<file path="src/design/mkte_pkg.sv">
// Shared types, key codes, command codes and character tables for the multitap editor.
// No dependencies; every other design file but mkte_ram refers to it by scoped names.
package mkte_pkg;

   typedef struct packed {
      logic       operation;
      logic [3:0] key_code;
   } req_item_type;

   typedef struct packed {
      logic       kind;
      logic [6:0] char_byte;
      logic       last_of_run;
      logic [3:0] cursor_now;
      logic [3:0] length_now;
      logic       upper_now;
      logic       tap_pending;
   } rsp_item_type;

   localparam logic OP_KEY  = 1'b0;
   localparam logic OP_TICK = 1'b1;

   localparam logic KIND_STATUS = 1'b0;
   localparam logic KIND_BYTE   = 1'b1;

   localparam logic [3:0] KEY_LEFT   = 4'd3;
   localparam logic [3:0] KEY_RIGHT  = 4'd7;
   localparam logic [3:0] KEY_DEL    = 4'd11;
   localparam logic [3:0] KEY_CASE   = 4'd12;
   localparam logic [3:0] KEY_SEND   = 4'd14;
   localparam logic [3:0] KEY_COMMIT = 4'd15;

   localparam logic [4:0]  NO_KEY        = 5'd16;
   localparam logic [15:0] TIMEOUT_RESET = 16'd800;
   localparam logic [6:0]  CASE_OFFSET   = 7'd32;
   localparam logic [6:0]  CHAR_UPPER_A  = 7'h41;
   localparam logic [6:0]  CHAR_UPPER_Z  = 7'h5A;

   // datapath commands
   localparam logic [3:0] CMD_NONE      = 4'd0;
   localparam logic [3:0] CMD_TICK      = 4'd1;
   localparam logic [3:0] CMD_SIMPLE    = 4'd2;
   localparam logic [3:0] CMD_REPLACE   = 4'd3;
   localparam logic [3:0] CMD_INS_INIT  = 4'd4;
   localparam logic [3:0] CMD_INS_STEP  = 4'd5;
   localparam logic [3:0] CMD_INS_DONE  = 4'd6;
   localparam logic [3:0] CMD_DEL_INIT  = 4'd7;
   localparam logic [3:0] CMD_DEL_STEP  = 4'd8;
   localparam logic [3:0] CMD_DEL_DONE  = 4'd9;
   localparam logic [3:0] CMD_SEND_INIT = 4'd10;
   localparam logic [3:0] CMD_SEND_STEP = 4'd11;
   localparam logic [3:0] CMD_STATUS    = 4'd12;

   typedef struct packed {
      logic       latch;
      logic       cfg_write;
      logic [3:0] op;
   } dp_cmd_type;

   typedef struct packed {
      logic is_tick;
      logic is_char;
      logic is_repeat;
      logic key_del;
      logic is_send;
      logic full;
      logic at_end;
      logic cur_zero;
      logic len_zero;
      logic ins_last;
      logic del_last;
      logic send_last;
   } dp_status_type;

   function automatic logic [2:0] group_len(input logic [3:0] key);
      logic [2:0] len;
      case (key)
         4'd0, 4'd8, 4'd10:                len = 3'd5;
         4'd1, 4'd2, 4'd4, 4'd5, 4'd6, 4'd9: len = 3'd4;
         4'd13:                            len = 3'd2;
         default:                          len = 3'd0;
      endcase
      return len;
   endfunction

   // characters packed first-in-LSB
   function automatic logic [6:0] group_char(input logic [3:0] key, input logic [2:0] pos);
      logic [34:0] row;
      case (key)
         4'd0:    row = {7'h3F, 7'h21, 7'h2C, 7'h2E, 7'h31};
         4'd1:    row = {7'h00, 7'h32, 7'h43, 7'h42, 7'h41};
         4'd2:    row = {7'h00, 7'h33, 7'h46, 7'h45, 7'h44};
         4'd4:    row = {7'h00, 7'h34, 7'h49, 7'h48, 7'h47};
         4'd5:    row = {7'h00, 7'h35, 7'h4C, 7'h4B, 7'h4A};
         4'd6:    row = {7'h00, 7'h36, 7'h4F, 7'h4E, 7'h4D};
         4'd8:    row = {7'h37, 7'h53, 7'h52, 7'h51, 7'h50};
         4'd9:    row = {7'h00, 7'h38, 7'h56, 7'h55, 7'h54};
         4'd10:   row = {7'h39, 7'h5A, 7'h59, 7'h58, 7'h57};
         4'd13:   row = {7'h00, 7'h00, 7'h00, 7'h30, 7'h20};
         default: row = '0;
      endcase
      if (pos > 3'd4) begin
         return 7'h00;
      end
      return row[7*pos +: 7];
   endfunction

   function automatic logic [6:0] fold_case(input logic [6:0] ch, input logic upper);
      if (!upper && ch >= CHAR_UPPER_A && ch <= CHAR_UPPER_Z) begin
         return ch + CASE_OFFSET;
      end
      return ch;
   endfunction

endpackage

</file>
<file path="src/design/mkte_ram.sv">
// Generic single-write, single-read RAM with registered read data.
// No dependencies.
module mkte_ram #(
   parameter int WIDTH = 7,
   parameter int DEPTH = 13,
   localparam int AW = (DEPTH > 1) ? $clog2(DEPTH) : 1
) (
   input  logic             clock,
   input  logic             wr_en,
   input  logic [AW-1:0]    wr_addr,
   input  logic [WIDTH-1:0] wr_data,
   input  logic [AW-1:0]    rd_addr,
   output logic [WIDTH-1:0] rd_data
);

   logic [WIDTH-1:0] mem_ff [DEPTH];
   logic [WIDTH-1:0] rd_data_ff;

   always_ff @(posedge clock) begin
      if (wr_en) begin
         mem_ff[wr_addr] <= wr_data;
      end
      rd_data_ff <= mem_ff[rd_addr];
   end

   assign rd_data = rd_data_ff;

endmodule

</file>
<file path="src/design/mkte_ctrl.sv">
// Sequencer for the multitap editor: decodes a request and steps the datapath.
// Depends on mkte_pkg.
module mkte_ctrl (
   input  logic                    clock,
   input  logic                    reset,
   input  logic                    start,
   output logic                    busy,
   input  logic                    csr_valid,
   output logic                    csr_ready,
   input  mkte_pkg::dp_status_type status,
   output mkte_pkg::dp_cmd_type    cmd
);

   localparam logic [2:0] S_IDLE      = 3'd0;
   localparam logic [2:0] S_DECODE    = 3'd1;
   localparam logic [2:0] S_INS_STEP  = 3'd2;
   localparam logic [2:0] S_INS_FIN   = 3'd3;
   localparam logic [2:0] S_DEL_STEP  = 3'd4;
   localparam logic [2:0] S_DEL_FIN   = 3'd5;
   localparam logic [2:0] S_SEND_STEP = 3'd6;
   localparam logic [2:0] S_STATUS    = 3'd7;

   logic [2:0] state_ff, state_in;

   always_ff @(posedge clock) begin
      if (reset) begin
         state_ff <= S_IDLE;
      end else begin
         state_ff <= state_in;
      end
   end

   assign busy      = (state_ff != S_IDLE);
   assign csr_ready = !busy;

   always_comb begin
      state_in      = state_ff;
      cmd.latch     = 1'b0;
      cmd.cfg_write = csr_valid && !busy;
      cmd.op        = mkte_pkg::CMD_NONE;
      unique case (state_ff)
         S_IDLE: begin
            cmd.latch = start;
            if (start) begin
               state_in = S_DECODE;
            end
         end
         S_DECODE: begin
            priority if (status.is_tick) begin
               cmd.op   = mkte_pkg::CMD_TICK;
               state_in = S_IDLE;
            end else if (status.is_char && status.is_repeat) begin
               cmd.op   = mkte_pkg::CMD_REPLACE;
               state_in = S_STATUS;
            end else if (status.is_char && (status.full || status.at_end)) begin
               cmd.op   = mkte_pkg::CMD_INS_DONE;
               state_in = S_STATUS;
            end else if (status.is_char) begin
               cmd.op   = mkte_pkg::CMD_INS_INIT;
               state_in = S_INS_STEP;
            end else if (status.key_del && !status.cur_zero && status.at_end) begin
               cmd.op   = mkte_pkg::CMD_DEL_DONE;
               state_in = S_STATUS;
            end else if (status.key_del && !status.cur_zero) begin
               cmd.op   = mkte_pkg::CMD_DEL_INIT;
               state_in = S_DEL_STEP;
            end else if (status.is_send && !status.len_zero) begin
               cmd.op   = mkte_pkg::CMD_SEND_INIT;
               state_in = S_SEND_STEP;
            end else begin
               cmd.op   = mkte_pkg::CMD_SIMPLE;
               state_in = S_STATUS;
            end
         end
         S_INS_STEP: begin
            cmd.op = mkte_pkg::CMD_INS_STEP;
            if (status.ins_last) begin
               state_in = S_INS_FIN;
            end
         end
         S_INS_FIN: begin
            cmd.op   = mkte_pkg::CMD_INS_DONE;
            state_in = S_STATUS;
         end
         S_DEL_STEP: begin
            cmd.op = mkte_pkg::CMD_DEL_STEP;
            if (status.del_last) begin
               state_in = S_DEL_FIN;
            end
         end
         S_DEL_FIN: begin
            cmd.op   = mkte_pkg::CMD_DEL_DONE;
            state_in = S_STATUS;
         end
         S_SEND_STEP: begin
            cmd.op = mkte_pkg::CMD_SEND_STEP;
            if (status.send_last) begin
               state_in = S_IDLE;
            end
         end
         S_STATUS: begin
            cmd.op   = mkte_pkg::CMD_STATUS;
            state_in = S_IDLE;
         end
         default: begin
            state_in = S_IDLE;
         end
      endcase
   end

endmodule

</file>
<file path="src/design/mkte_dp.sv">
// Editor datapath: message RAM, cursor/length/case/multitap registers, result register.
// Depends on mkte_pkg and mkte_ram.
module mkte_dp #(
   parameter int MSG_CAPACITY = 13
) (
   input  logic                    clock,
   input  logic                    reset,
   input  mkte_pkg::dp_cmd_type    cmd,
   output mkte_pkg::dp_status_type status,
   input  mkte_pkg::req_item_type  req_item,
   input  logic [15:0]             csr_data,
   output logic                    rsp_valid,
   output mkte_pkg::rsp_item_type  rsp_item
);

   localparam int CW = $clog2(MSG_CAPACITY + 1);
   localparam int AW = (MSG_CAPACITY > 1) ? $clog2(MSG_CAPACITY) : 1;
   localparam logic [CW-1:0] CAP   = CW'(MSG_CAPACITY);
   localparam logic [CW-1:0] ONE   = CW'(1);
   localparam logic [CW:0]   ONE_X = (CW+1)'(1);
   localparam logic [CW:0]   TWO_X = (CW+1)'(2);

   mkte_pkg::req_item_type req_ff;
   mkte_pkg::rsp_item_type rsp_ff, rsp_in;
   logic [CW-1:0] cursor_ff, length_ff, idx_ff;
   logic          upper_ff;
   logic [4:0]    prev_ff;
   logic [2:0]    pos_ff;
   logic [15:0]   count_ff, timeout_ff;
   logic          rsp_valid_ff;

   logic [CW:0]   cursor_x, length_x, idx_x;
   logic [3:0]    key;
   logic          cmd_key;
   logic [2:0]    pos_inc, pos_next;
   logic          pending;

   logic          wr_en;
   logic [AW-1:0] wr_addr, rd_addr;
   logic [6:0]    wr_data, rd_data;

   assign key      = req_ff.key_code;
   assign cursor_x = {1'b0, cursor_ff};
   assign length_x = {1'b0, length_ff};
   assign idx_x    = {1'b0, idx_ff};
   assign pos_inc  = pos_ff + 3'd1;
   assign pos_next = (pos_inc == mkte_pkg::group_len(key)) ? 3'd0 : pos_inc;
   assign pending  = (prev_ff != mkte_pkg::NO_KEY) && (count_ff != 16'd0);

   assign cmd_key = (key == mkte_pkg::KEY_LEFT) || (key == mkte_pkg::KEY_RIGHT) ||
                    (key == mkte_pkg::KEY_DEL)  || (key == mkte_pkg::KEY_CASE)  ||
                    (key == mkte_pkg::KEY_SEND) || (key == mkte_pkg::KEY_COMMIT);

   always_comb begin
      status.is_tick   = (req_ff.operation == mkte_pkg::OP_TICK);
      status.is_char   = !cmd_key;
      status.is_repeat = ({1'b0, key} == prev_ff) && (count_ff != 16'd0);
      status.key_del   = (key == mkte_pkg::KEY_DEL);
      status.is_send   = (key == mkte_pkg::KEY_SEND);
      status.full      = (length_ff == CAP);
      status.at_end    = (cursor_ff == length_ff);
      status.cur_zero  = (cursor_ff == '0);
      status.len_zero  = (length_ff == '0);
      status.ins_last  = (idx_x == cursor_x + ONE_X);
      status.del_last  = (idx_x + TWO_X == length_x);
      status.send_last = (idx_x + ONE_X == length_x);
   end

   // RAM port steering
   always_comb begin
      wr_en   = 1'b0;
      wr_addr = AW'(idx_x);
      wr_data = rd_data;
      rd_addr = '0;
      unique case (cmd.op)
         mkte_pkg::CMD_INS_INIT: rd_addr = AW'(length_x - ONE_X);
         mkte_pkg::CMD_INS_STEP: begin
            wr_en   = 1'b1;
            rd_addr = AW'(idx_x - TWO_X);
         end
         mkte_pkg::CMD_INS_DONE: begin
            wr_en   = !status.full;
            wr_addr = AW'(cursor_x);
            wr_data = mkte_pkg::fold_case(mkte_pkg::group_char(key, 3'd0), upper_ff);
         end
         mkte_pkg::CMD_DEL_INIT: rd_addr = AW'(cursor_x);
         mkte_pkg::CMD_DEL_STEP: begin
            wr_en   = 1'b1;
            rd_addr = AW'(idx_x + TWO_X);
         end
         mkte_pkg::CMD_REPLACE: begin
            wr_en   = !status.cur_zero;
            wr_addr = AW'(cursor_x - ONE_X);
            wr_data = mkte_pkg::fold_case(mkte_pkg::group_char(key, pos_next), upper_ff);
         end
         mkte_pkg::CMD_SEND_INIT: rd_addr = '0;
         mkte_pkg::CMD_SEND_STEP: rd_addr = AW'(idx_x + ONE_X);
         default: ;
      endcase
   end

   mkte_ram #(
      .WIDTH (7),
      .DEPTH (MSG_CAPACITY)
   ) u_text_ram (
      .clock   (clock),
      .wr_en   (wr_en),
      .wr_addr (wr_addr),
      .wr_data (wr_data),
      .rd_addr (rd_addr),
      .rd_data (rd_data)
   );

   // editor state
   always_ff @(posedge clock) begin
      if (reset) begin
         cursor_ff    <= '0;
         length_ff    <= '0;
         upper_ff     <= 1'b1;
         prev_ff      <= mkte_pkg::NO_KEY;
         pos_ff       <= 3'd0;
         count_ff     <= 16'd0;
         timeout_ff   <= mkte_pkg::TIMEOUT_RESET;
         rsp_valid_ff <= 1'b0;
      end else begin
         rsp_valid_ff <= (cmd.op == mkte_pkg::CMD_SEND_STEP) ||
                         (cmd.op == mkte_pkg::CMD_STATUS);
         if (cmd.cfg_write) begin
            timeout_ff <= csr_data;
         end
         unique case (cmd.op)
            mkte_pkg::CMD_TICK: begin
               if (count_ff != 16'd0) begin
                  count_ff <= count_ff - 16'd1;
                  if (count_ff == 16'd1) begin
                     prev_ff <= mkte_pkg::NO_KEY;
                     pos_ff  <= 3'd0;
                  end
               end
            end
            mkte_pkg::CMD_SIMPLE: begin
               prev_ff  <= mkte_pkg::NO_KEY;
               pos_ff   <= 3'd0;
               count_ff <= 16'd0;
               if (key == mkte_pkg::KEY_LEFT && cursor_ff != '0) begin
                  cursor_ff <= cursor_ff - ONE;
               end
               if (key == mkte_pkg::KEY_RIGHT && cursor_ff < length_ff) begin
                  cursor_ff <= cursor_ff + ONE;
               end
               if (key == mkte_pkg::KEY_CASE) begin
                  upper_ff <= !upper_ff;
               end
            end
            mkte_pkg::CMD_REPLACE: begin
               pos_ff   <= pos_next;
               count_ff <= timeout_ff;
            end
            mkte_pkg::CMD_INS_DONE: begin
               if (!status.full) begin
                  length_ff <= length_ff + ONE;
                  cursor_ff <= cursor_ff + ONE;
               end
               prev_ff  <= (timeout_ff == 16'd0) ? mkte_pkg::NO_KEY : {1'b0, key};
               pos_ff   <= 3'd0;
               count_ff <= timeout_ff;
            end
            mkte_pkg::CMD_DEL_INIT, mkte_pkg::CMD_SEND_INIT: begin
               prev_ff  <= mkte_pkg::NO_KEY;
               pos_ff   <= 3'd0;
               count_ff <= 16'd0;
            end
            mkte_pkg::CMD_DEL_DONE: begin
               prev_ff   <= mkte_pkg::NO_KEY;
               pos_ff    <= 3'd0;
               count_ff  <= 16'd0;
               length_ff <= length_ff - ONE;
               cursor_ff <= cursor_ff - ONE;
            end
            mkte_pkg::CMD_SEND_STEP: begin
               if (status.send_last) begin
                  length_ff <= '0;
                  cursor_ff <= '0;
               end
            end
            default: ;
         endcase
      end
   end

   // result payload
   always_comb begin
      rsp_in.kind        = mkte_pkg::KIND_STATUS;
      rsp_in.char_byte   = 7'h00;
      rsp_in.last_of_run = 1'b1;
      rsp_in.cursor_now  = 4'(cursor_ff);
      rsp_in.length_now  = 4'(length_ff);
      rsp_in.upper_now   = upper_ff;
      rsp_in.tap_pending = pending;
      if (cmd.op == mkte_pkg::CMD_SEND_STEP) begin
         rsp_in.kind        = mkte_pkg::KIND_BYTE;
         rsp_in.char_byte   = rd_data;
         rsp_in.last_of_run = status.send_last;
         rsp_in.cursor_now  = 4'd0;
         rsp_in.tap_pending = 1'b0;
      end
   end

   always_ff @(posedge clock) begin
      if (cmd.latch) begin
         req_ff <= req_item;
      end
      unique case (cmd.op)
         mkte_pkg::CMD_INS_INIT:  idx_ff <= length_ff;
         mkte_pkg::CMD_INS_STEP:  idx_ff <= idx_ff - ONE;
         mkte_pkg::CMD_DEL_INIT:  idx_ff <= cursor_ff - ONE;
         mkte_pkg::CMD_DEL_STEP:  idx_ff <= idx_ff + ONE;
         mkte_pkg::CMD_SEND_INIT: idx_ff <= '0;
         mkte_pkg::CMD_SEND_STEP: idx_ff <= idx_ff + ONE;
         default: ;
      endcase
      if ((cmd.op == mkte_pkg::CMD_SEND_STEP) || (cmd.op == mkte_pkg::CMD_STATUS)) begin
         rsp_ff <= rsp_in;
      end
   end

   assign rsp_valid = rsp_valid_ff;
   assign rsp_item  = rsp_ff;

endmodule

</file>
<file path="src/design/multitap_keypad_text_editor.sv">
// Timing: a tick keeps busy high only through the decode state.
// A plain key runs decode, then status; its status strobe is registered from that state.
// Insert/delete run decode, a shift step (one RAM write) per shifted character, then
// finish and status; decode finishes at once when nothing moves. Send: a byte a cycle.
// Synchronous active-high reset: empty message, upper case, no pending tap, timeout 800.
// Results are single-cycle strobes; the receiver cannot stall them.
module multitap_keypad_text_editor #(
   parameter int MSG_CAPACITY = 13
) (
   input  logic                   clock,
   input  logic                   reset,
   // request channel
   input  logic                   start,
   output logic                   busy,
   input  mkte_pkg::req_item_type req_item,
   // result channel
   output logic                   rsp_valid,
   output mkte_pkg::rsp_item_type rsp_item,
   // timeout register write
   input  logic                   csr_valid,
   output logic                   csr_ready,
   input  logic [15:0]            csr_data
);

   // Command/status pair is the only link between the sequencer and the datapath.
   mkte_pkg::dp_cmd_type    cmd;
   mkte_pkg::dp_status_type status;

   // Sequencer: accepts a request when idle, then walks the shift or send loop
   // one RAM access per cycle. The register port is open only while idle.
   mkte_ctrl u_ctrl (
      .clock     (clock),
      .reset     (reset),
      .start     (start),
      .busy      (busy),
      .csr_valid (csr_valid),
      .csr_ready (csr_ready),
      .status    (status),
      .cmd       (cmd)
   );

   // Datapath: message RAM (registered read), editor state and the result
   // register that drives the strobe.
   mkte_dp #(
      .MSG_CAPACITY (MSG_CAPACITY)
   ) u_dp (
      .clock     (clock),
      .reset     (reset),
      .cmd       (cmd),
      .status    (status),
      .req_item  (req_item),
      .csr_data  (csr_data),
      .rsp_valid (rsp_valid),
      .rsp_item  (rsp_item)
   );

endmodule

</file>
<file path="config.mk">
export PLATFORM = sky130hd
export DESIGN_NAME = multitap_keypad_text_editor
export DESIGN_NICKNAME = d
export VERILOG_FILES = /design/src/design/mkte_pkg.sv /design/src/design/mkte_ram.sv /design/src/design/mkte_ctrl.sv /design/src/design/mkte_dp.sv /design/src/design/multitap_keypad_text_editor.sv
export SDC_FILE = /design/constraint.sdc
export NUM_CORES = 1
export LEC_CHECK = 0
export BUFFER_PORTS_ARGS = -buffer_cell sky130_fd_sc_hd__buf_2
export CAP_MARGIN = 10
export CORE_UTILIZATION = 50
export CTS_CLUSTER_SIZE = 12
export DETAILED_ROUTE_END_ITERATION = 16
export PLACE_DENSITY = 0.74
export RECOVER_POWER = 100
export SLEW_MARGIN = 20
export SYNTH_ARGS = -nofsm -noshare
export SYNTH_HDL_FRONTEND = slang
export SYNTH_SLANG_ARGS = --single-unit
</file>
<file path="constraint.sdc">
create_clock -name clock -period 6.6 [get_ports clock]
set_input_delay 0.99 -clock clock [delete_from_list [all_inputs] [get_ports clock]]
set_output_delay 0.99 -clock clock [all_outputs]
set_load 0.005 [all_outputs]
</file>
; ---- Word-level counts from Yosys, hierarchy flattened
; Memories as Yosys holds them, arrays and structs flattened. A register that Yosys moved wholly into a read port is not among the register bits.
; Index checks and enable logic that the tools add are counted.
[totals]
reg_bits = 81
ram_bits = 91
mem_bits_ro = 1136
in_bits = 25
output_inout_bits = 22
word_cells = 207
memories = 4
[classes]
n_addsub = 16
n_mul = 1
magnitude_cmp = 6
n_eq_ne = 43
shift = 1
n_mux = 64
n_reduce_logical = 53
[mem_list]
columns = memory, depth, word_bits, rd, rd_ports_with_merged_regs, wr, line_no
row1 = (name not given), 16, 34, 1, 1, 0, mkte_pkg.sv:89  ; case (key)
row2 = (name not given), 16, 34, 1, 1, 0, mkte_pkg.sv:89
row3 = u_dp.u_text_ram.mem_ff, 13, 7, 1, 1, 1, mkte_ram.sv:16  ; logic [WIDTH-1:0] mem_ff [DEPTH];
row4 = (name not given), 16, 3, 1, 1, 0, mkte_pkg.sv:77  ; case (key)
[op_table]
columns = operator, count
row1 = $mux 4, 15
row2 = $mux 7, 8
row3 = $pmux 16 s3, 1
row4 = $eq 4x4->1 const B, 10
row5 = $pmux 4 s5, 2
row6 = $mux 3, 13
row7 = $mux 35, 1
row8 = $shiftx 35x7->7, 1
row9 = $pmux 4 s7, 1
row10 = $pmux 3 s7, 1
row11 = $eq 4x3->1 const B, 5
row12 = $sub 4x1->4 const B, 5
row13 = $eq 16x1->1 const B, 1
row14 = $logic_not 16->1, 1
row15 = $mux 16, 1
row16 = $pmux 4 s4, 1
row17 = $reduce_bool 16->1, 1
row18 = $sub 16x1->16 const B, 1
row19 = $mux 5, 3
row20 = $pmux 5 s3, 1
row21 = $reduce_bool 3->1, 5
row22 = $add 7x6->7 const B, 2
row23 = $ge 7x7->1 const B, 2
row24 = $le 7x7->1 const B, 2
row25 = 41 further kinds, 100

; ---- Depth between registers and ports, before layout
; Gate-level depths: netlist (run 1).
[depth]
depth_word = 24
ltp_mapped = 14
depth_no_buf = 13

; ---- Modules after synthesis
; From an unflattened synthesis (run 1), not the netlist that was laid out.
[unflattened]
hier_cells = 975
area_unflattened_um2 = 10632.7
[by_module_without_submodules]
columns = module, instances, cells_each, area_per_inst_um2
row1 = mkte_dp, 1, 742, 6419.9
row2 = mkte_ram, 1, 170, 3707.3
row3 = mkte_ctrl, 1, 63, 505.5

; ---- Least setup slack after synthesis (run 1)
; No wires, ideal clock.
[synth_timing]
path_kind = register to register
from = register u_dp.length_ff[2]
to = memory u_dp.u_text_ram.mem_ff[12][0], enable pin
setup_time_ns = 0.380
arrival_time_ns = 3.449
path_slack_ns = 2.771
path_stages_with_launch = 14
path_cell_list = dfxtp_1 -> buf_1 -> inv_1 -> ha_1 -> and4_1 -> nor4b_2 -> o31a_2 -> nand2_1 -> buf_4 -> a31oi_2 -> a221o_1 -> nor2_1 -> nand2_1 -> nor3_1
[synth_via]
elab_chain_cells = 16
[synth_lines]
columns = element, line_no
row1 = from (decl), mkte_dp.sv:25  ; logic [CW-1:0] cursor_ff, length_ff, idx_ff;
row2 = from (signal assigned), mkte_dp.sv:161  ; length_ff <= length_ff + ONE;
row3 = from (signal assigned), mkte_dp.sv:177  ; length_ff <= length_ff - ONE;
row4 = $logic_not 4->1, mkte_dp.sv:63  ; status.len_zero = (length_ff == '0);
row5 = $logic_not 1->1, mkte_ctrl.sv:67  ; end else if (status.is_send && !status.len_zero) begin
row6 = $logic_and 1x1->1, mkte_ctrl.sv:67
row7 = $mux 4, mkte_ctrl.sv:67
row8 = $mux 4, mkte_ctrl.sv:64  ; end else if (status.key_del && !status.cur_zero) begin
row9 = $mux 4, mkte_ctrl.sv:61  ; end else if (status.key_del && !status.cur_zero && status.at_end) begin
row10 = $mux 4, mkte_ctrl.sv:58  ; end else if (status.is_char) begin
row11 = $mux 4, mkte_ctrl.sv:55  ; end else if (status.is_char && (status.full || status.at_end)) begin
row12 = $mux 4, mkte_ctrl.sv:52  ; end else if (status.is_char && status.is_repeat) begin
row13 = $mux 4, mkte_ctrl.sv:49  ; priority if (status.is_tick) begin
row14 = $pmux 4 s7, mkte_ctrl.sv:41  ; unique case (state_ff)
row15 = $eq 4x3->1 / $eq 4x4->1 (equally long branches), mkte_dp.sv:75  ; unique case (cmd.op)
row16 = $reduce_or 2->1 (no line), --
row17 = $pmux 1 s3, mkte_dp.sv:75
row18 = $mux 1, mkte_ram.sv:20  ; if (wr_en) begin
row19 = $mux 1 (implied by the code), mkte_ram.sv:21  ; mem_ff[wr_addr] <= wr_data;
row20 = to (decl), mkte_ram.sv:16
; Parallel ways exist; a longest one is shown, timed or not.

; ---- Final worst setup path (run 1)
[layout_timing]
from = register u_dp.cursor_ff[0]
to = memory u_dp.u_text_ram.mem_ff[12][3], enable pin
[layout_via]
elab_chain_cells = 15
[layout_lines]
columns = element, line_no
row1 = from (decl), mkte_dp.sv:25
row2 = from (signal assigned), mkte_dp.sv:146  ; cursor_ff <= cursor_ff - ONE;
row3 = from (signal assigned), mkte_dp.sv:149  ; cursor_ff <= cursor_ff + ONE;
row4 = from (signal assigned), mkte_dp.sv:162  ; cursor_ff <= cursor_ff + ONE;
row5 = $logic_not 4->1, mkte_dp.sv:62  ; status.cur_zero = (cursor_ff == '0);
row6 = $logic_not 1->1, "mkte_ctrl.sv:61, mkte_ctrl.sv:64, mkte_dp.sv:92"
row7 = $logic_and 1x1->1, "mkte_ctrl.sv:61, mkte_ctrl.sv:64"
row8 = $mux 4 / $logic_and 1x1->1 (equally long branches), "mkte_ctrl.sv:64, mkte_ctrl.sv:61"
row9 = $mux 4, mkte_ctrl.sv:61
row10 = $mux 4, mkte_ctrl.sv:58
row11 = $mux 4, mkte_ctrl.sv:55
row12 = $mux 4, mkte_ctrl.sv:52
row13 = $mux 4, mkte_ctrl.sv:49
row14 = $pmux 4 s7, mkte_ctrl.sv:41
row15 = $eq 4x3->1 / $eq 4x4->1 (equally long branches), mkte_dp.sv:75
row16 = $reduce_or 2->1 (no line), --
row17 = $pmux 1 s3, mkte_dp.sv:75
row18 = $mux 1, mkte_ram.sv:20
row19 = $mux 1 (implied by the code), mkte_ram.sv:21
; Parallel ways exist; a longest one is shown, timed or not.

==> metrics.md, run 1 <==
| Metric | Value |
|---|---|
| Status | finished with violations |
| Failing checks | capacitance limit, slew limit |
| Slew HR | -36.07% |
| Worst path cell trace | inv_1, ha_1, nor3b_4, o211ai_1, a21oi_1, nor2_1, nor3_1, a21oi_1, nor2_1, nand2_1, nor3_1 |
| Commonest non-fill, non-tap cell in the layout | edfxtp_1 |
| Routed Antenna Nets | 0 |
| Critical Path AT | 5.39 ns |
| Critical path required time | about 6.7 ns |
| Setup TNS | 0 ns |
| Hpwl dp | between 15000 and 20000 um |
| Sequential area share after synthesis | 48.31% |
| Num CTS Buffers | 23 |
| CTS tree | done |
| Worst-Margin Slew | about 2 ns |
| Final setup viols | 0 |
| RePlAce Congestion | 0.8983 |
| Die span in y | ~150 um |
| Setup ws final | 1.347 ns |
| Number of flops mapped to enable cells by yosys | 119 |
| Starting Density | 50.76% |
| Power density cells | 534.7 nW/um^2 |
| Pre-CTS WS | roughly 2 ns |
| RSZ-0062 raised after global routing | false |
| Synth unique cells | between 100 and 150 |
| Cell Area, Synth | around 11000 um^2 |
| Initial antenna violation count | 0 |
| Max Fanout on Critical Path | 12 |
| Endpoints failing hold | 0 |
| Peak Freq | about 190 MHz |
| Slew Viols, Final | 86 |
| Vias per inst | approximately 6.3 |
| DR pass1 iterations | 5 |
| Hold-fix buffers, CTS | 0 |
| Commonest non-fill, non-tap cells in the layout | edfxtp_1, nand2_1, nor2_1 |
| CTS resizes | 0 |
| Share of layout cells above drive strength 1 | 9.378% |
| Via count | 8930 |
| Die area | 22680 um^2 |
| Max_cap viols | 3 |
| Routed WL | between 20000 and 30000 um |
| CP max stage cell | nor3_1 |
| Minimum clock period | around 5.3 ns |
| GRT Total Usage | 25.33% |
| Clock Sinks | just over 200 |
| Syn Nets | approximately 1.2k |
| Pin count of the biggest net entering global routing | 44 |
| Core Area | between 20000 and 25000 um^2 |
| Global-route wire length before repair | approximately 45000 um |
| Die width | 150.6 um |
| Bufs on Longest Clock Path | 3 |
| Critical path type | flip-flop to flip-flop |
| Worst skew pair latency | roughly 0.52 ns |
| Worst Setup End Kind | flip-flop |
| Port bufs | 46 |
| Hold crit path type | flip-flop to flip-flop |
| Area of placed instances | about 11000 um^2 |
| Hold Slack | about 0.47 ns |
| Area Growth Syn to Fin | 9.143% |
| Drc violations | 0 |
| Leakage | around 0.0045 uW |
| Fin area | roughly 12000 um^2 |
| Clock root buffer | clkbuf_16 |
| Gr ovfl total | 0 |
| Crit share post-route | 79.59% |
| WP buf/inv | 1 |
| Nets | between 1k and 1.5k |
| Post-DR wirelength/cell | 20.04 um |
| Initial DRC count | between 800 and 900 |
| Setup bufs post-CTS | 0 |
| Syn Area/Cell | 9.949 um^2 |
| Warnings from Yosys | 0 |
| Crit start category | flip-flop |
| Top delay family on crit path | simple AND/OR/NAND/NOR gates |
| Number of global-route vias before repair | 8241 |
| Diode count | 0 |
| Post-Synthesis Cells | 1110 |
| Yosys reg bits | between 200 and 250 |
| Row count | 54 |
| Ys async rst share | 0% |
| Ys flop type | edfxtp_1 |
| Skew final | 0.01617 ns |
| H-tree depth | 1 |
| Worst-path clk slew | about 0.060 ns |
| I/O pin total | 47 |
| Critical Path Max Stage Delay | 1.05 ns |
| Worst vdd ir | around 0.23 mV |
## cells in the mapped netlist, types with 8 or more instances
cell type,count,area [um^2]
xor2_1,20,175.2
nand2b_1,9,56.30
dfxtp_1,88,1762
nor2b_1,12,75.07
a22oi_1,19,142.6
nor4_1,8,50.05
nand4_1,9,56.30
mux2_2,8,90.09
nand3_1,46,230.2
nand2_1,114,427.9
edfxtp_1,119,3573
clkbuf_1,30,112.6
a21oi_1,70,350.3
mux2i_1,29,290.3
a32oi_1,8,70.07
xnor2_1,19,166.4
a31oi_1,17,106.4
o21ai_0,54,270.3
ha_1,25,312.8
a211oi_1,19,142.6
nor3_1,31,155.2
and2_1,10,62.56
and3_1,17,106.4
a21o_1,14,105.1
nor2_1,101,379.1
or4_1,9,67.56
buf_2,17,85.08
inv_1,30,112.6
## routing by layer
layer | global-route usage [%] | routed length, um | vias to the layer above
li1 | - | - | 4182
met1 | 36.69 | 12880 | 4325
met2 | 40.05 | 12930 | 369
met3 | 2.818 | 2056 | 54
met4 | 6.900 | 609 | 0
met5 | 0 | 0 | -
## area by class of cell
cell class	instances	area, um^2
clock buffers	36	695.7
well taps	280	350.3
multi-input cells	813	5253
fillers	1917	9703
flip-flops and latches	207	5335
clock inverters	5	78.83
inverters	31	116.4
repair buffers	49	224.0
## final timing paths
path / end / cells past startpoint / from / slack [ns]
min reg2reg: u_dp.u_text_ram.rd_data[5]$_DFF_P_ / 2 / u_dp.u_text_ram.mem_ff[12][5]$_DFFE_PP_ / 0.47
max reg2reg: u_dp.u_text_ram.mem_ff[12][3]$_DFFE_PP_ / 11 / u_dp.cursor_ff[0]$_SDFFE_PP0P_ / 1.35
max: u_dp.u_text_ram.mem_ff[12][3]$_DFFE_PP_ / 11 / u_dp.cursor_ff[0]$_SDFFE_PP0P_ / 1.35
min: u_dp.u_text_ram.rd_data[5]$_DFF_P_ / 2 / u_dp.u_text_ram.mem_ff[12][5]$_DFFE_PP_ / 0.47
## worst register-to-register path, cell delays in order (launching register included)
cell and delay, ns:
dfxtp_1 0.43, inv_1 0.28, ha_1 0.34, nor3b_4 0.42, o211ai_1 0.27, a21oi_1 0.35, nor2_1 0.28, nor3_1 1.05
a21oi_1 0.29, nor2_1 0.21, nand2_1 0.15, nor3_1 0.79
## power breakdown
part	leakage (uW)	switching [uW]	internal (uW)	total, uW
combinational	0.00229	1920	1100	3030
clock	0.000381	506	800	1310
sequential	0.00180	328	1780	2110
## logic make-up after synthesis
family                   share of synthesized area, %
AO/OA/AOI/OAI                                   18.90
AND/OR/NAND/NOR                                 19.59
buffers and inverters                           3.626
XOR/XNOR                                        3.297
adder cells (fa/ha/maj)                         2.833
flip-flops                                      48.31
multiplexers                                    3.444
## stage by stage
stage / utilization, % / total power, uW / std cells
6_report: 55.40 / 6445 / 1421
5_1_grt: 55.40 / 6815 / 1421
4_1_cts: 55.79 / 6438 / 1421
3_5_place_dp: 52.23 / 5118 / 1380
3_3_place_gp: 52.23 / 5054 / 1380
2_1_floorplan: - / 4398 / 1110
(Power assumes the default switching activity.)
==> run 2, diff against run 1 <==
clock period = 5.1 ns   (was 6.6 ns; I/O delays follow)
==> metrics.md, run 2 (synthesized netlist as in run 1, its figures left out) <==
| Metric | Value |
|---|---|
| Initial DRC count | 895 (was 845) |
| Share of layout cells above drive strength 1 | 10.15% (was 9.378%) |
| Diode count | 0 (unchanged) |
| Final non-filler cell total | 1433 (was 1421) |
| HP Start | req_item[4] (was u_dp.u_text_ram.mem_ff[12][5]$_DFFE_PP_) |
| CTS resizes | 0 (unchanged) |
| Reg2reg path depth | 11 (unchanged) |
| Max_cap viols | 0 (was 3) |
| RSZ-0062 raised after global routing | false (unchanged) |
| Bufs on Longest Clock Path | 3 (unchanged) |
| GRT Total Usage | 25.68% (was 25.33%) |
| Critical Path AT | 5.15 ns (was 5.39 ns) |
| Final setup viols | 0 (unchanged) |
| Nets | 1187 (was 1175) |
| Multi-input combinational cell area | 5271 um^2 (was 5253 um^2) |
| Fillers | 1934 (was 1917) |
| Worst-Margin Slew | 1.450 ns (was 2.041 ns) |
| H-tree depth | 1 (unchanged) |
| Hold crit path type | input port to flip-flop (was flip-flop to flip-flop) |
| Setup TNS | 0 ns (unchanged) |
| Port bufs | 46 (unchanged) |
| Peak Freq | 209.3 MHz (was 190.4 MHz) |
| Worst skew pair latency | 0.51 ns (was 0.52 ns) |
| Row count | 54 (unchanged) |
| Commonest non-fill, non-tap cell in the layout | edfxtp_1 (unchanged) |
| Routed Antenna Nets | 0 (unchanged) |
| Initial antenna violation count | 0 (unchanged) |
| Drc violations | 0 (unchanged) |
| Fin area | 12100 um^2 (was 12050 um^2) |
| CTS tree | done (unchanged) |
| Setup bufs post-CTS | 0 (unchanged) |
| Leakage | 0.004487 uW (was 0.004474 uW) |
| RePlAce Congestion | 0.9697 (was 0.8983) |
| Critical path type | flip-flop to flip-flop (unchanged) |
| Global-route wire length before repair | 45040 um (was 45020 um) |
| Worst Hold Path EP | u_dp.status[11]$_DFFE_PP_ (was u_dp.u_text_ram.rd_data[5]$_DFF_P_) |
| Cells after DPL | 1392 (was 1380) |
| Die width | 150.6 um (unchanged) |
| Worst vdd ir | 0.3180 mV (was 0.2336 mV) |
| Routed WL | 28520 um (was 28480 um) |
| Vias per inst | 6.172 (was 6.284) |
| Hold-fix buffers, CTS | 0 (unchanged) |
| Clock Sinks | 207 (unchanged) |
| Slew Viols, Final | 0 (was 86) |
| Area of placed instances | 11450 um^2 (was 11360 um^2) |
| Die span in y | 150.6 um (unchanged) |
| I/O pin total | 47 (unchanged) |
| Reg area | 5335 um^2 (unchanged) |
| Endpoints failing hold | 0 (unchanged) |
| Skew final | 0.01520 ns (was 0.01617 ns) |
| Status | finished, final reports clean (was finished with violations) |
| Starting Density | 50.76% (unchanged) |
| Max Fanout on Critical Path | 27 (was 12) |
| Gr ovfl total | 0 (unchanged) |
| Number of global-route vias before repair | 8172 (was 8241) |
| Slew HR | 3.348% (was -36.07%) |
| FF-to-FF Start | u_dp.cursor_ff[0]$_SDFFE_PP0P_ (unchanged) |
| Die area | 22680 um^2 (unchanged) |
| Pin count of the biggest net entering global routing | 44 (unchanged) |
| Core Area | 21760 um^2 (unchanged) |
| Commonest non-fill, non-tap cells in the layout | edfxtp_1, nand2_1, nor2_1 (unchanged) |
| Core Util, Final | 55.62% (was 55.40%) |
| Critical path required time | 5.47 ns (was 6.74 ns) |
| DR pass1 iterations | 7 (was 5) |
| Num CTS Buffers | 23 (unchanged) |
| Reg-to-Reg End | u_dp.count_ff[5]$_SDFFE_PP0P_ (was u_dp.u_text_ram.mem_ff[12][3]$_DFFE_PP_) |
| Hold path cells | 1 (was 2) |
| Power density cells | 684.0 nW/um^2 (was 534.7 nW/um^2) |
| Clock root buffer | clkbuf_16 (unchanged) |
| Worst-path clk slew | 0.06 ns (about the same) |
| Area Growth Syn to Fin | 9.574% (was 9.143%) |
| Minimum clock period | 4.777 ns (was 5.253 ns) |
| Via count | 8844 (was 8930) |
| Critical path startpoint | u_dp.cursor_ff[0]$_SDFFE_PP0P_ (unchanged) |
| Post-DR wirelength/cell | 19.90 um (was 20.04 um) |
| Crit share post-route | 93.67% (was 79.59%) |
| Worst reg2reg setup slack | 0.32 ns (was 1.35 ns) |
| Worst Setup End Kind | flip-flop (unchanged) |
| Crit start category | flip-flop (unchanged) |
| Hpwl dp | 20210 um (was 19440 um) |
-- run 2: cell types whose count changed in the layout (fill, tap and decap cells not counted), sizes merged --
cell	delta
bufinv	-1
clkinv	+1
clkinvlp	+1
clkbuf	+5
buf	+6
-- run 2: worst max path at each step --
stage	endpoint	slack [ns]	cells after the start
finish	u_dp.count_ff[5]$_SDFFE_PP0P_	0.32	11
CTS	u_dp.u_text_ram.mem_ff[11][2]$_DFFE_PP_	0.77	10
global placement	u_dp.u_text_ram.mem_ff[11][1]$_DFFE_PP_	0.93	10
global route	u_dp.u_text_ram.mem_ff[6][5]$_DFFE_PP_	0.22	12
floorplan	u_dp.u_text_ram.mem_ff[12][0]$_DFFE_PP_	1.27	13
detailed placement	u_dp.u_text_ram.mem_ff[11][1]$_DFFE_PP_	0.81	10
-- run 2: per-layer routing --
metal  part of all wire [%]  vias to the layer above  routed length (um)  track usage (%)
li1                       -                     4200                   -                -
met5                      0                        -                   0                0
met3                    8.0                       63                2291            4.424
met1                     44                     4186               12470            36.00
met4                    3.1                        0                 889            8.550
met2                     45                      395               12870            40.14
-- run 2: layout make-up --
type / instances / share of cell area (%)
timing repair buffer: 61 / 2.399
clock inverter: 6 / 0.5377
tap: 280 / 2.895
inverter: 31 / 0.9616
multi-input combinational: 813 / 43.56
sequential: 207 / 44.09
clock buffer: 35 / 5.553
-- run 2: report_power, final --
group          leakage (uW)  switching [uW]  internal (uW)
clock              0.000358             658            959
combinational       0.00232            2510           1450
sequential          0.00180             398           2310
-- run 2: worst max-delay path: stages, from the launching register on --
cell       delay [ns]
dfxtp_1          0.53
inv_1            0.23
ha_1             0.31
nor3b_4          0.20
o32ai_1          0.83
a2111oi_0        0.27
o211a_1          0.38
o21ai_0          0.30
and2_0           0.74
nand2_2          0.52
o21ai_0          0.23
a21oi_1          0.09
-- run 2: through the flow --
stage | power [uW] | hold WS, ns | worst slack (ns)
after floorplan | 5692 | 0.4029 | 1.271
after global placement | 6591 | 0.4625 | 0.9274
after detailed placement | 6653 | 0.4629 | 0.8089
after CTS | 8288 | 0.4292 | 0.7719
after global routing | 8805 | 0.4268 | 0.2246
final | 8276 | 0.4417 | 0.3226
==> run 3, diff against run 2 <==
SYNTH_HIERARCHICAL = 1   (was default)
==> metrics.md, run 3 <==
| Metric | Value |
|---|---|
| Warnings from Yosys | 6 (was 0) |
| Final non-filler cell total | 1326 (was 1433) |
| Initial DRC count | 685 (was 895) |
| Max Fanout on Critical Path | 14 (was 27) |
| H-tree depth | 1 (unchanged) |
| Die width | 147.8 um (was 150.6 um) |
| Hpwl dp | 17410 um (was 20210 um) |
| Fillers | 1770 (was 1934) |
| Ys flop type | edfxtp_1 (unchanged) |
| Count leader, synth | edfxtp_1 (unchanged) |
| DR pass1 iterations | 5 (was 7) |
| Clock Sinks | 207 (unchanged) |
| Critical Path AT | 5.04 ns (was 5.15 ns) |
| Yosys reg bits | 207 (unchanged) |
| M1 WL | 11170 um (was 12470 um) |
| Worst vdd ir | 0.2216 mV (was 0.3180 mV) |
| Die span in y | 147.8 um (was 150.6 um) |
| Multi-input combinational cell area | 4886 um^2 (was 5271 um^2) |
| Top cells by count, synth | edfxtp_1, nor2_1, dfxtp_1, nand2_1, a21oi_1 (was edfxtp_1, nand2_1, nor2_1, dfxtp_1, a21oi_1) |
| Nets | 1096 (was 1187) |
| Slew HR | 5.358% (was 3.348%) |
| Number of global-route vias before repair | 7378 (was 8172) |
| Commonest non-fill, non-tap cell in the layout | edfxtp_1 (unchanged) |
| Clock root buffer | clkbuf_16 (unchanged) |
| Power density cells | 356.8 nW/um^2 (was 684.0 nW/um^2) |
| Worst-Margin Slew | 1.405 ns (was 1.450 ns) |
| Peak Freq | 207.3 MHz (was 209.3 MHz) |
| Routed length on met3 | 1540 um (was 2291 um) |
| Endpoints failing hold | 0 (unchanged) |
| Pre-CTS WS | 0.3539 ns (was 0.8089 ns) |
| Initial antenna violation count | 0 (unchanged) |
| Slew Viols, Final | 0 (unchanged) |
| Global-route wire length before repair | 39360 um (was 45040 um) |
| I/O pin total | 47 (unchanged) |
| Status | finished, final reports clean (unchanged) |
| Setup bufs post-CTS | 0 (unchanged) |
| Worst-path clk slew | 0.06 ns (about the same) |
| Hold path cells | 1 (unchanged) |
| Skew final | 0.01439 ns (was 0.01520 ns) |
| Max_cap viols | 0 (unchanged) |
| RePlAce Congestion | 0.9420 (was 0.9697) |
| RSZ-0062 raised after global routing | false (unchanged) |
| Syn Nets | 1030 (was 1160) |
| Crit share post-route | 94.57% (was 93.67%) |
| Diode count | 0 (unchanged) |
| CTS resizes | 0 (unchanged) |
| Worst skew pair latency | 0.51 ns (about the same) |
| WL met2 | 11190 um (was 12870 um) |
| Critical path type | flip-flop to flip-flop (unchanged) |
| Bufs on Longest Clock Path | 3 (unchanged) |
| Pin count of the biggest net entering global routing | 52 (was 44) |
| Share of layout cells above drive strength 1 | 12.69% (was 10.15%) |
| Hold crit path type | input port to flip-flop (unchanged) |
| Die area | 21850 um^2 (was 22680 um^2) |
| Ys async rst share | 0% (unchanged) |
| Num CTS Buffers | 23 (unchanged) |
| Setup TNS | 0 ns (unchanged) |
| Area Growth Syn to Fin | 11.21% (was 9.574%) |
| Port bufs | 46 (unchanged) |
| Vias per inst | 5.982 (was 6.172) |
| Routed Antenna Nets | 0 (unchanged) |
| Starting Density | 51.72% (was 50.76%) |
| Commonest non-fill, non-tap cells in the layout | edfxtp_1, nor2_1, dfxtp_1 (was edfxtp_1, nand2_1, nor2_1) |
| Crit start category | flip-flop (unchanged) |
| Setup ws final | 0.2772 ns (was 0.3226 ns) |
| GRT Total Usage | 22.82% (was 25.68%) |
| CTS tree | done (unchanged) |
| Routed WL | 24590 um (was 28520 um) |
| Synth unique cells | 83 (was 101) |
| Area contributors post-synth | edfxtp_1, dfxtp_1, ha_1 (was edfxtp_1, dfxtp_1, nand2_1) |
| Number of flops mapped to enable cells by yosys | 119 (unchanged) |
| Cells after DPL | 1286 (was 1392) |
| Leakage | 0.004234 uW (was 0.004487 uW) |
| Final setup viols | 0 (unchanged) |
| Post-Synthesis Cells | 975 (was 1110) |
| Worst Setup End Kind | flip-flop (unchanged) |
| Core Area | 20560 um^2 (was 21760 um^2) |
| Cell Area, Synth | 10630 um^2 (was 11040 um^2) |
| Syn Area/Cell | 10.91 um^2 (was 9.949 um^2) |
| Post-DR wirelength/cell | 18.55 um (was 19.90 um) |
| Minimum clock period | 4.823 ns (was 4.777 ns) |
| Top sig layer | met4 (unchanged) |
| Hold-fix buffers, CTS | 0 (unchanged) |
| Reg area | 5335 um^2 (unchanged) |
| Drc violations | 0 (unchanged) |
| Synth area leader | edfxtp_1 (unchanged) |
| Critical path required time | 5.32 ns (was 5.47 ns) |
| Yosys top cell area share | 33.61% (was 32.36%) |
| Gr ovfl total | 0 (unchanged) |
| Via count | 7932 (was 8844) |
| Reg2reg path depth | 17 (was 11) |
| Row count | 52 (was 54) |
| Sequential area share after synthesis | 50.18% (was 48.31%) |
## run 3: cell types whose count changed in the layout (fill, tap and decap cells not counted), moves of 8 or more
cell      delta
and3_1       -9
and2_0       +8
nand4_1      -8
mux4_2      +15
o21ai_0     -10
nand2b_1     +9
nand2_1     -42
buf_4       +15
nand3_1     -37
a21o_1       -8
a21oi_1     -10
o22ai_1     +11
## run 3: stage by stage
step                      total power [uW]  utilization [%]  hold slack [ns]  instance area, um^2
final                                 4219            57.52           0.4232                11830
after global routing                  4410            57.52           0.4134                11830
after CTS                             4260            58.25           0.4066                11980
after detailed placement              2751            54.96           0.4737                11300
after global placement                2737            54.96           0.4749                11300
after floorplan                       2563                -           0.4064                10630
## run 3: critical path, cell delays in order, from the launching register on
cell,delay [ns]
dfxtp_1,0.36
or4_4,0.57
or3_4,0.37
nor3_4,0.19
and3_4,0.25
nor4_1,0.07
nor2b_1,0.25
o21bai_1,0.12
a21oi_1,0.19
buf_4,0.22
nand2b_1,0.14
nor2_1,0.17
nor2_1,0.06
buf_4,0.17
a221o_1,0.39
or3b_2,0.50
nor3_1,0.28
buf_4,0.23
## run 3: final timing paths
path,start,endpoint,slack [ns]
worst min register to register,u_dp/prev_ff[4]$_SDFFE_PP1P_,u_dp/prev_ff[4]$_SDFFE_PP1P_,0.50
worst min-delay path,req_item[4],u_dp/status[11]$_DFFE_PP_,0.42
worst max register to register,u_dp/count_ff[4]$_SDFFE_PP0P_,u_dp/u_text_ram/mem_ff[0][4]$_DFFE_PP_,0.28
worst max-delay path,u_dp/count_ff[4]$_SDFFE_PP0P_,u_dp/u_text_ram/mem_ff[0][4]$_DFFE_PP_,0.28
## run 3: cell families after synthesis
family / Yosys count / share of synthesized area [%]
XOR/XNOR: 33 / 2.859
AO/OA/AOI/OAI: 241 / 15.74
AND/OR/NAND/NOR: 314 / 14.92
adder cells (fa/ha/maj): 30 / 3.601
buffers and inverters: 84 / 3.542
multiplexers: 66 / 9.155
flip-flops: 207 / 50.18
## run 3: final cells by class
type,instances,share of cell area [%]
Clock buffer,27,4.994
Clock inverter,13,0.7195
Inverter,34,1.079
Multi-Input combinational cell,684,41.32
Tap cell,270,2.857
Sequential cell,207,45.12
Timing Repair Buffer,91,3.915
## run 3: routing by layer
| layer | track usage, % | vias to the layer above |
|---|---|---|
| met3 | 2.901 | 46 |
| li1 | - | 3791 |
| met5 | 0 | - |
| met4 | 7.010 | 0 |
| met1 | 32.38 | 3824 |
| met2 | 36.49 | 271 |
## run 3: power breakdown
group          internal (uW)  switching, uW
clock                    871            629
combinational            308            429
sequential              1880           98.7
total                   3060           1160
